## src/rtl/pemon_pkg.sv

```systemverilog
// ============================================================================
// pemon_pkg
// Shared types, codes and pattern constants of the PMIC error pattern monitor.
// ============================================================================
package pemon_pkg;

    localparam int NumTypes     = 17;
    localparam int NumBytes     = 7;
    localparam int DimmW        = 4;
    localparam int TypeW        = 5;
    localparam int DefDimmCount = 12;

    // Error types of the critical class: 0-4, 6-10 and 16.
    localparam logic [NumTypes-1:0] CriticalMask = 17'h107DF;

    // Status bytes in the order R05, R06, R08, R09, R0A, R0B, R33.
    typedef logic [0:NumBytes-1][7:0] t_status_bytes;
    typedef logic [NumTypes-1:0]      t_flags;

    localparam t_status_bytes ErrPattern [NumTypes] = '{
        '{8'h02, 8'h08, 8'h00, 8'h00, 8'h00, 8'h00, 8'h00},
        '{8'h02, 8'h04, 8'h00, 8'h00, 8'h00, 8'h00, 8'h00},
        '{8'h02, 8'h02, 8'h00, 8'h00, 8'h00, 8'h00, 8'h00},
        '{8'h02, 8'h01, 8'h00, 8'h00, 8'h00, 8'h00, 8'h00},
        '{8'h04, 8'h00, 8'h01, 8'h00, 8'h00, 8'h00, 8'h00},
        '{8'h00, 8'h00, 8'h02, 8'h00, 8'h02, 8'h00, 8'h00},
        '{8'h02, 8'h80, 8'h00, 8'h00, 8'h00, 8'h00, 8'h00},
        '{8'h02, 8'h40, 8'h00, 8'h00, 8'h00, 8'h00, 8'h00},
        '{8'h02, 8'h20, 8'h00, 8'h00, 8'h00, 8'h00, 8'h00},
        '{8'h02, 8'h10, 8'h00, 8'h00, 8'h00, 8'h00, 8'h00},
        '{8'h00, 8'h00, 8'h00, 8'h00, 8'h00, 8'h00, 8'h08},
        '{8'h00, 8'h00, 8'h00, 8'h10, 8'h02, 8'h00, 8'h00},
        '{8'h00, 8'h00, 8'h00, 8'h80, 8'h02, 8'h00, 8'h00},
        '{8'h00, 8'h00, 8'h00, 8'h20, 8'h02, 8'h00, 8'h00},
        '{8'h00, 8'h00, 8'h00, 8'h0F, 8'h02, 8'h00, 8'h00},
        '{8'h00, 8'h00, 8'h00, 8'h00, 8'h02, 8'hF0, 8'h00},
        '{8'h00, 8'h00, 8'h40, 8'h00, 8'h00, 8'h00, 8'h00}
    };

    typedef enum logic {
        CMD_CHECK = 1'b0,
        CMD_SET   = 1'b1
    } t_command;

    typedef enum logic {
        KIND_EVENT   = 1'b0,
        KIND_SUMMARY = 1'b1
    } t_kind;

    typedef enum logic [1:0] {
        STAT_OK       = 2'd0,
        STAT_BAD_DIMM = 2'd1,
        STAT_BAD_TYPE = 2'd2
    } t_status;

    typedef enum logic [1:0] {
        S_IDLE,
        S_MATCH,
        S_EMIT
    } t_state;

    typedef struct packed {
        logic             command;
        logic [DimmW-1:0] dimm;
        logic [TypeW-1:0] force_type;
        logic [7:0]       reg05_status;
        logic [7:0]       reg06_status;
        logic [7:0]       reg08_status;
        logic [7:0]       reg09_status;
        logic [7:0]       reg0a_status;
        logic [7:0]       reg0b_status;
        logic [7:0]       reg33_status;
        logic             bytes_complete;
    } t_in_item;

    typedef struct packed {
        logic             kind;
        logic [DimmW-1:0] event_dimm;
        logic [TypeW-1:0] evt_type;
        logic             any_match;
        logic             critical_set;
        logic [1:0]       status;
        logic             last;
    } t_out_item;

    // What the merge stage hands back to the sequencer.
    typedef struct packed {
        t_flags matched;
        t_flags fresh;
        logic   any;
        logic   crit;
    } t_merge;

endpackage

```

## src/rtl/pmic_error_pattern_monitor_core.sv

```systemverilog
// ============================================================================
// pmic_error_pattern_monitor_core
// Latches PMIC error flags per DIMM and reports new errors and summaries.
// ============================================================================
//
//  Channel | Direction | Handshake                     | Payload
//  --------+-----------+-------------------------------+--------------------
//  in      | to core   | i_in_valid / o_in_stall       | i_in_data  (t_in_item)
//  out     | from core | o_out_valid / i_out_stall     | o_out_data (t_out_item)
//
//  An item is captured first; then the 17 matcher lanes and the merge stage
//  evaluate it and the flag table is updated; then its N results (1 to 18)
//  leave one per cycle through the single output register while the output
//  is not stalled.
//  i_rst_n is synchronous and clears all flags and the control state at once.
//  The core takes a new transfer as soon as the last result of the previous
//  item sits in the output register, even while that result is still stalled.
//
// ============================================================================
module pmic_error_pattern_monitor_core #(
    parameter int DIMM_COUNT = pemon_pkg::DefDimmCount
) (
    input  logic                 i_clk,
    input  logic                 i_rst_n,
    input  logic                 i_in_valid,
    output logic                 o_in_stall,
    input  pemon_pkg::t_in_item  i_in_data,
    output logic                 o_out_valid,
    input  logic                 i_out_stall,
    output pemon_pkg::t_out_item o_out_data
);
    import pemon_pkg::*;

    // Index width of the flag table; the dimm field is range checked first.
    localparam int IdxW = (DIMM_COUNT > 1) ? $clog2(DIMM_COUNT) : 1;

    // Control registers.
    t_state    r_state, n_state;
    logic      r_out_valid, n_out_valid;
    t_flags    r_pend, n_pend;

    // Payload registers.
    t_in_item  r_in, n_in;
    t_out_item r_final, n_final;
    t_out_item r_out, n_out;

    // Latched error flags, one row per DIMM slot.
    t_flags    r_flags [DIMM_COUNT];

    logic            flag_we;
    t_flags          flag_wdata;
    t_flags          cur_flags;
    logic [IdxW-1:0] dimm_idx;
    logic            dimm_ok;
    logic            type_ok;
    t_flags          set_mask;
    t_status_bytes   lane_bytes;
    t_flags          lane_hits;
    t_merge          mrg;
    logic            slot_free;
    t_flags          pend_lsb;
    logic [TypeW-1:0] pend_idx;

    assign dimm_ok  = ({1'b0, r_in.dimm} < (DimmW + 1)'(DIMM_COUNT));
    assign type_ok  = (r_in.force_type < TypeW'(NumTypes));
    assign dimm_idx = r_in.dimm[IdxW-1:0];
    assign cur_flags = r_flags[dimm_idx];
    assign set_mask  = t_flags'(1) << r_in.force_type;

    assign lane_bytes = {r_in.reg05_status, r_in.reg06_status, r_in.reg08_status,
                         r_in.reg09_status, r_in.reg0a_status, r_in.reg0b_status,
                         r_in.reg33_status};

    // One matcher lane per error type, all evaluated in the same cycle.
    for (genvar t = 0; t < NumTypes; t++) begin : g_lane
        pemon_lane u_lane (
            .i_status   (lane_bytes),
            .i_pattern  (ErrPattern[t]),
            .i_complete (r_in.bytes_complete),
            .o_hit      (lane_hits[t])
        );
    end

    pemon_merge u_merge (
        .i_hits  (lane_hits),
        .i_flags (cur_flags),
        .o_merge (mrg)
    );

    // Events leave in ascending error type: isolate the lowest pending bit.
    assign pend_lsb = r_pend & (~r_pend + t_flags'(1));

    always_comb begin
        pend_idx = '0;
        for (int i = 0; i < NumTypes; i++) begin
            if (pend_lsb[i]) begin
                pend_idx = pend_idx | TypeW'(i);
            end
        end
    end

    // The output register can take a result when empty or being drained.
    assign slot_free = !r_out_valid || !i_out_stall;

    assign o_in_stall  = (r_state != S_IDLE);
    assign o_out_valid = r_out_valid;
    assign o_out_data  = r_out;

    always_comb begin
        n_state     = r_state;
        n_in        = r_in;
        n_pend      = r_pend;
        n_final     = r_final;
        n_out       = r_out;
        n_out_valid = r_out_valid;
        flag_we     = 1'b0;
        flag_wdata  = cur_flags;

        if (r_out_valid && !i_out_stall) begin
            n_out_valid = 1'b0;
        end

        case (r_state)
            S_IDLE: begin
                if (i_in_valid) begin
                    n_in    = i_in_data;
                    n_state = S_MATCH;
                end
            end
            S_MATCH: begin
                // Build the closing result and update the flag row.
                n_pend             = '0;
                n_final            = '0;
                n_final.kind       = KIND_SUMMARY;
                n_final.event_dimm = r_in.dimm;
                n_final.status     = STAT_OK;
                n_final.last       = 1'b1;
                if (!dimm_ok) begin
                    n_final.status = STAT_BAD_DIMM;
                end else if (r_in.command == CMD_SET) begin
                    if (type_ok) begin
                        flag_we    = 1'b1;
                        flag_wdata = cur_flags | set_mask;
                    end else begin
                        n_final.status = STAT_BAD_TYPE;
                    end
                end else begin
                    flag_we              = 1'b1;
                    flag_wdata           = mrg.matched;
                    n_pend               = mrg.fresh;
                    n_final.any_match    = mrg.any;
                    n_final.critical_set = mrg.crit;
                end
                n_state = S_EMIT;
            end
            S_EMIT: begin
                if (slot_free) begin
                    n_out_valid = 1'b1;
                    if (|r_pend) begin
                        n_out            = '0;
                        n_out.kind       = KIND_EVENT;
                        n_out.event_dimm = r_in.dimm;
                        n_out.evt_type   = pend_idx;
                        n_out.status     = STAT_OK;
                        n_pend           = r_pend & ~pend_lsb;
                    end else begin
                        n_out   = r_final;
                        n_state = S_IDLE;
                    end
                end
            end
            default: begin
                n_state = S_IDLE;
            end
        endcase
    end

    always_ff @(posedge i_clk) begin
        if (!i_rst_n) begin
            r_state     <= S_IDLE;
            r_out_valid <= 1'b0;
            r_pend      <= '0;
        end else begin
            r_state     <= n_state;
            r_out_valid <= n_out_valid;
            r_pend      <= n_pend;
        end
    end

    always_ff @(posedge i_clk) begin
        r_in    <= n_in;
        r_final <= n_final;
        r_out   <= n_out;
    end

    always_ff @(posedge i_clk) begin
        if (!i_rst_n) begin
            for (int d = 0; d < DIMM_COUNT; d++) begin
                r_flags[d] <= '0;
            end
        end else if (flag_we) begin
            r_flags[dimm_idx] <= flag_wdata;
        end
    end

endmodule

```

## src/rtl/pemon_lane.sv

```systemverilog
// ============================================================================
// pemon_lane
// One matcher: hits on a complete byte set that holds every pattern bit.
// ============================================================================
module pemon_lane (
    input  pemon_pkg::t_status_bytes i_status,
    input  pemon_pkg::t_status_bytes i_pattern,
    input  logic                     i_complete,
    output logic                     o_hit
);
    import pemon_pkg::*;

    logic [NumBytes-1:0] byte_ok;

    always_comb begin
        for (int b = 0; b < NumBytes; b++) begin
            byte_ok[b] = ((i_status[b] & i_pattern[b]) == i_pattern[b]);
        end
    end

    assign o_hit = i_complete & (&byte_ok);

endmodule

```

## src/rtl/pemon_merge.sv

```systemverilog
// ============================================================================
// pemon_merge
// Combines the lane hits with the stored flags of the addressed DIMM.
// ============================================================================
module pemon_merge (
    input  pemon_pkg::t_flags i_hits,
    input  pemon_pkg::t_flags i_flags,
    output pemon_pkg::t_merge o_merge
);
    import pemon_pkg::*;

    always_comb begin
        o_merge.matched = i_hits;
        // A hit is only reported when its flag was not already latched.
        o_merge.fresh   = i_hits & ~i_flags;
        o_merge.any     = |i_hits;
        o_merge.crit    = (|i_hits) & (|(i_hits & CriticalMask));
    end

endmodule

```

## config.mk

```make
export PLATFORM = sky130hd
export DESIGN_NAME = pmic_error_pattern_monitor_core
export DESIGN_NICKNAME = d
export VERILOG_FILES = /design/src/rtl/pemon_pkg.sv /design/src/rtl/pmic_error_pattern_monitor_core.sv /design/src/rtl/pemon_lane.sv /design/src/rtl/pemon_merge.sv
export SDC_FILE = /design/constraint.sdc
export NUM_CORES = 1
export LEC_CHECK = 0
export ABC_AREA = 1
export BUFFER_PORTS_ARGS = -buffer_cell sky130_fd_sc_hd__buf_2
export CAP_MARGIN = 20
export CORE_AREA = 10 10 185 187
export CTS_BUF_LIST = sky130_fd_sc_hd__clkbuf_4
export DETAILED_ROUTE_END_ITERATION = 8
export DIE_AREA = 0 0 195 197
export GPL_ROUTABILITY_DRIVEN = 0
export HOLD_SLACK_MARGIN = 0.15
export PLACE_DENSITY = 0.83
export SLEW_MARGIN = 20
export SYNTH_ARGS = -nofsm -noshare
export SYNTH_HDL_FRONTEND = slang
export SYNTH_SLANG_ARGS = --single-unit
```

## constraint.sdc

```tcl
create_clock -name i_clk -period 2.6 [get_ports i_clk]
set_input_delay 0.52 -clock i_clk [delete_from_list [all_inputs] [get_ports i_clk]]
set_output_delay 0.52 -clock i_clk [all_outputs]
set_load 0.02 [all_outputs]
```

==> results.json <==
{
  "async_flop_share_pct": 0,
  "final_util_pct": 62.25,
  "cp-start-kind": "flip-flop",
  "drive_gt1_share_pct": 16.21,
  "fin_crit_sh_pct": 90.00,
  "min_period_ns": 2.340,
  "fp-row-count": 64,
  "hold_viol": 0,
  "crit_family": "buffers and inverters",
  "via_per_inst": 5.784,
  "initial_core_util_pct": 54.47,
  "rsz0062_at_grt": "false",
  "die_h_um": 197,
  "synth_warnings": 0,
  "synthCells": 1657,
  "r2r_cells": 8,
  "cts_setup_buffers": 0,
  "drc": 0,
  "grt_util_all_layers_pct": 23.31,
  "nFillCells": 2319,
  "tightestPinTransition_ns": 0.5838,
  "layout.nets": 1935,
  "power.leakage_nw": 7.689,
  "hpwl_mm": 26.44,
  "wl_per_cell_um": 19.93,
  "layout_commonest_cell": "edfxtp_1",
  "hold_depth": 5,
  "hold_class": "input port to flip-flop",
  "finalWorstSetupSlack_ns": 0.2601,
  "die_w_um": 195,
  "coreArea_um2": 30430,
  "grt_pass1_wl_mm": 70.95,
  "pwr_density_cell_nw_per_um2": 738.4,
  "ctsLongestPathBuffers": 3,
  "startpoint": "dimm_idx[2]$_DFFE_PP_",
  "antenna_found_initial": 2,
  "num_vias": 13510,
  "multi_input_comb_area_um2": 5191,
  "ir_worst_vdd_mv": 0.6019,
  "cp_cell_sequence": "nand2_1, nand2_4, clkinv_1, buf_4, o21ai_0, nand2_1, inv_2, nor2_1",
  "cts_tree": "built",
  "grt_max_degree": 98,
  "arrival_ns": 2.80,
  "timing.critical_path.slowest_stage_cell": "edfxtp_1",
  "synth_edf_count": 331,
  "cts_max_level": 3,
  "final_antenna_net_count": 0,
  "yosysUniqueCellTypes": 37,
  "hold_ws_ns": 0.3504,
  "cts_sinks": 355,
  "synth_mux_area_share_pct": 0,
  "synth_top_family_by_area": "simple AND/OR/NAND/NOR gates",
  "fin_setup_tns_ns": 0,
  "final_cell_mix": "edfxtp_1, nor2_1, nand2_1, nand3_1, a21oi_1",
  "synthFlopType": "edfxtp_1",
  "port_buffers": 57,
  "crit_top_cell": "nand2_1",
  "grt_pass1_vias": 13250,
  "cts_buffers": 90,
  "crit_buf_inv": 3,
  "setup-violations-final": 0,
  "synth_area_um2": 16570,
  "crit_type": "flip-flop to flip-flop",
  "ys_seq_elements": 355,
  "preCtsSetupSlack_ns": 0.3744,
  "totalWireLength_mm": 46.54,
  "clk_pin_slew_ns": 0.06,
  "synth_compound_area_share_pct": 8.998,
  "dr.pass1.iters": 8,
  "cp.depth": 8,
  "io_pins": 88,
  "reg2reg_slack_ns": 0.26,
  "crit_required_ns": 3.06,
  "crit_path_max_fanout": 12,
  "synth-xor-area-share_pct": 0,
  "clk_latency_ns": 0.76,
  "area.sequential_um2": 10430,
  "synth-simple-area-share_pct": 20.78,
  "status": "completed",
  "root_buffer": "clkbuf_4",
  "syn2layout_area_growth_pct": 14.28,
  "max-cap-violations": 0,
  "drv_slew": 0,
  "fmax_mhz": 427.4,
  "syn_avg_cell_area_um2": 10.00,
  "skew_ns": 0.07596,
  "dieArea_um2": 38420,
  "hold_start": "i_rst_n",
  "rr_startpoint": "dimm_idx[2]$_DFFE_PP_",
  "relSlewSlack_pct": 61.08,
  "grt-ovfl-total": 0,
  "seq_area_frac_synth_pct": 62.87,
  "synthAdderAreaFrac_pct": 0,
  "cpPeakStageDelay_ns": 0.42,
  "drt_iter0_drc": 2028,
  "end_kind": "flip-flop"
}
==> worst register-to-register path: stages (launching register included) <==
cell	delay (ns)
edfxtp_1	0.42
nand2_1	0.22
nand2_4	0.20
clkinv_1	0.29
buf_4	0.28
o21ai_0	0.07
nand2_1	0.20
inv_2	0.30
nor2_1	0.10
==> per-stage QoR <==
| step | area (µm²) | std cells | total power, mW |
|---|---|---|---|
| global route | 18940 | 2335 | 14.53 |
| global placement | 17350 | 2129 | 8.912 |
| detailed placement | 17350 | 2129 | 9.001 |
| floorplan | 16830 | 1724 | 8.508 |
| CTS | 18940 | 2333 | 13.84 |
| finish | 18940 | 2335 | 13.99 |
==> final cells by class <==
type	count	area share, %
diodes	2	0.02642
clock buffers	127	5.034
clock inverters	38	1.275
inverters	113	2.246
multi-input cells	1151	27.41
flip-flops and latches	355	55.04
well taps	396	2.616
repair buffers	153	6.355
==> cell usage after synthesis (2+ instances only) <==
library cell,n,area [µm²]
edfxtp_1,331,9940
nor2_1,317,1190
nand2_1,262,983.4
nand3_1,152,760.7
a21oi_1,132,660.6
o21ai_0,113,565.5
inv_1,98,367.9
buf_6,39,439.2
nand2_2,28,175.2
buf_2,25,125.1
clkbuf_1,24,90.09
dfxtp_1,24,480.5
nand4_1,17,106.4
o211ai_1,12,90.09
buf_4,11,82.58
o21ai_1,11,55.05
inv_2,10,37.54
a21oi_2,9,78.83
nor3_1,8,40.04
clkinv_1,5,18.77
nor3_4,4,65.06
buf_1,3,11.26
nand3_2,3,30.03
clkbuf_8,2,27.53
nand2_4,2,22.52
nand3b_1,2,15.01
nor2_4,2,22.52
o22ai_1,2,12.51
==> cell families after synthesis <==
group	after synthesis
simple gates	800
flops	355
compound gates	283
buf+inv	218
other cells	1
==> layer usage <==
layer  track usage [%]  vias up  part of all wire [%]  routed length [µm]
met5                 0        -                     0                   0
met4             13.57        0                   5.8                2714
met3             5.075      224                    12                5696
met2             39.03      977                    48               22360
met1             27.26     6237                    34               15770
li1                  -     6067                     -                   -
==> final timing paths <==
path | endpoint
max | r_flags[11][1]$_SDFFCE_PN0P_
min | r_pend[7]$_SDFFE_PN0P_
max reg2reg | r_flags[11][1]$_SDFFCE_PN0P_
min reg2reg | r_pend[16]$_SDFFE_PN0P_
==> power by group <==
group | switching, mW | internal (mW)
logic | 1.62 | 0.575
clock network | 2.37 | 2.57
registers | 0.134 | 6.71
==> flip-flops by register name, indices dropped and copies added (netlist names), named ones only <==
name         cells
r_pend          17
r_flags        272
dimm_idx         4
o_out_data      14
o_out_valid      1
r_in             7
lane_bytes      26
r_final          8
r_state          2
==> what timing repair did <==
action | in CTS | in global routing
gates resized for setup | 0 | 0
hold buffers | 39 | 0
hold endpoints to repair | 43 | 0
Note: power is estimated with default switching activity, not from simulation.
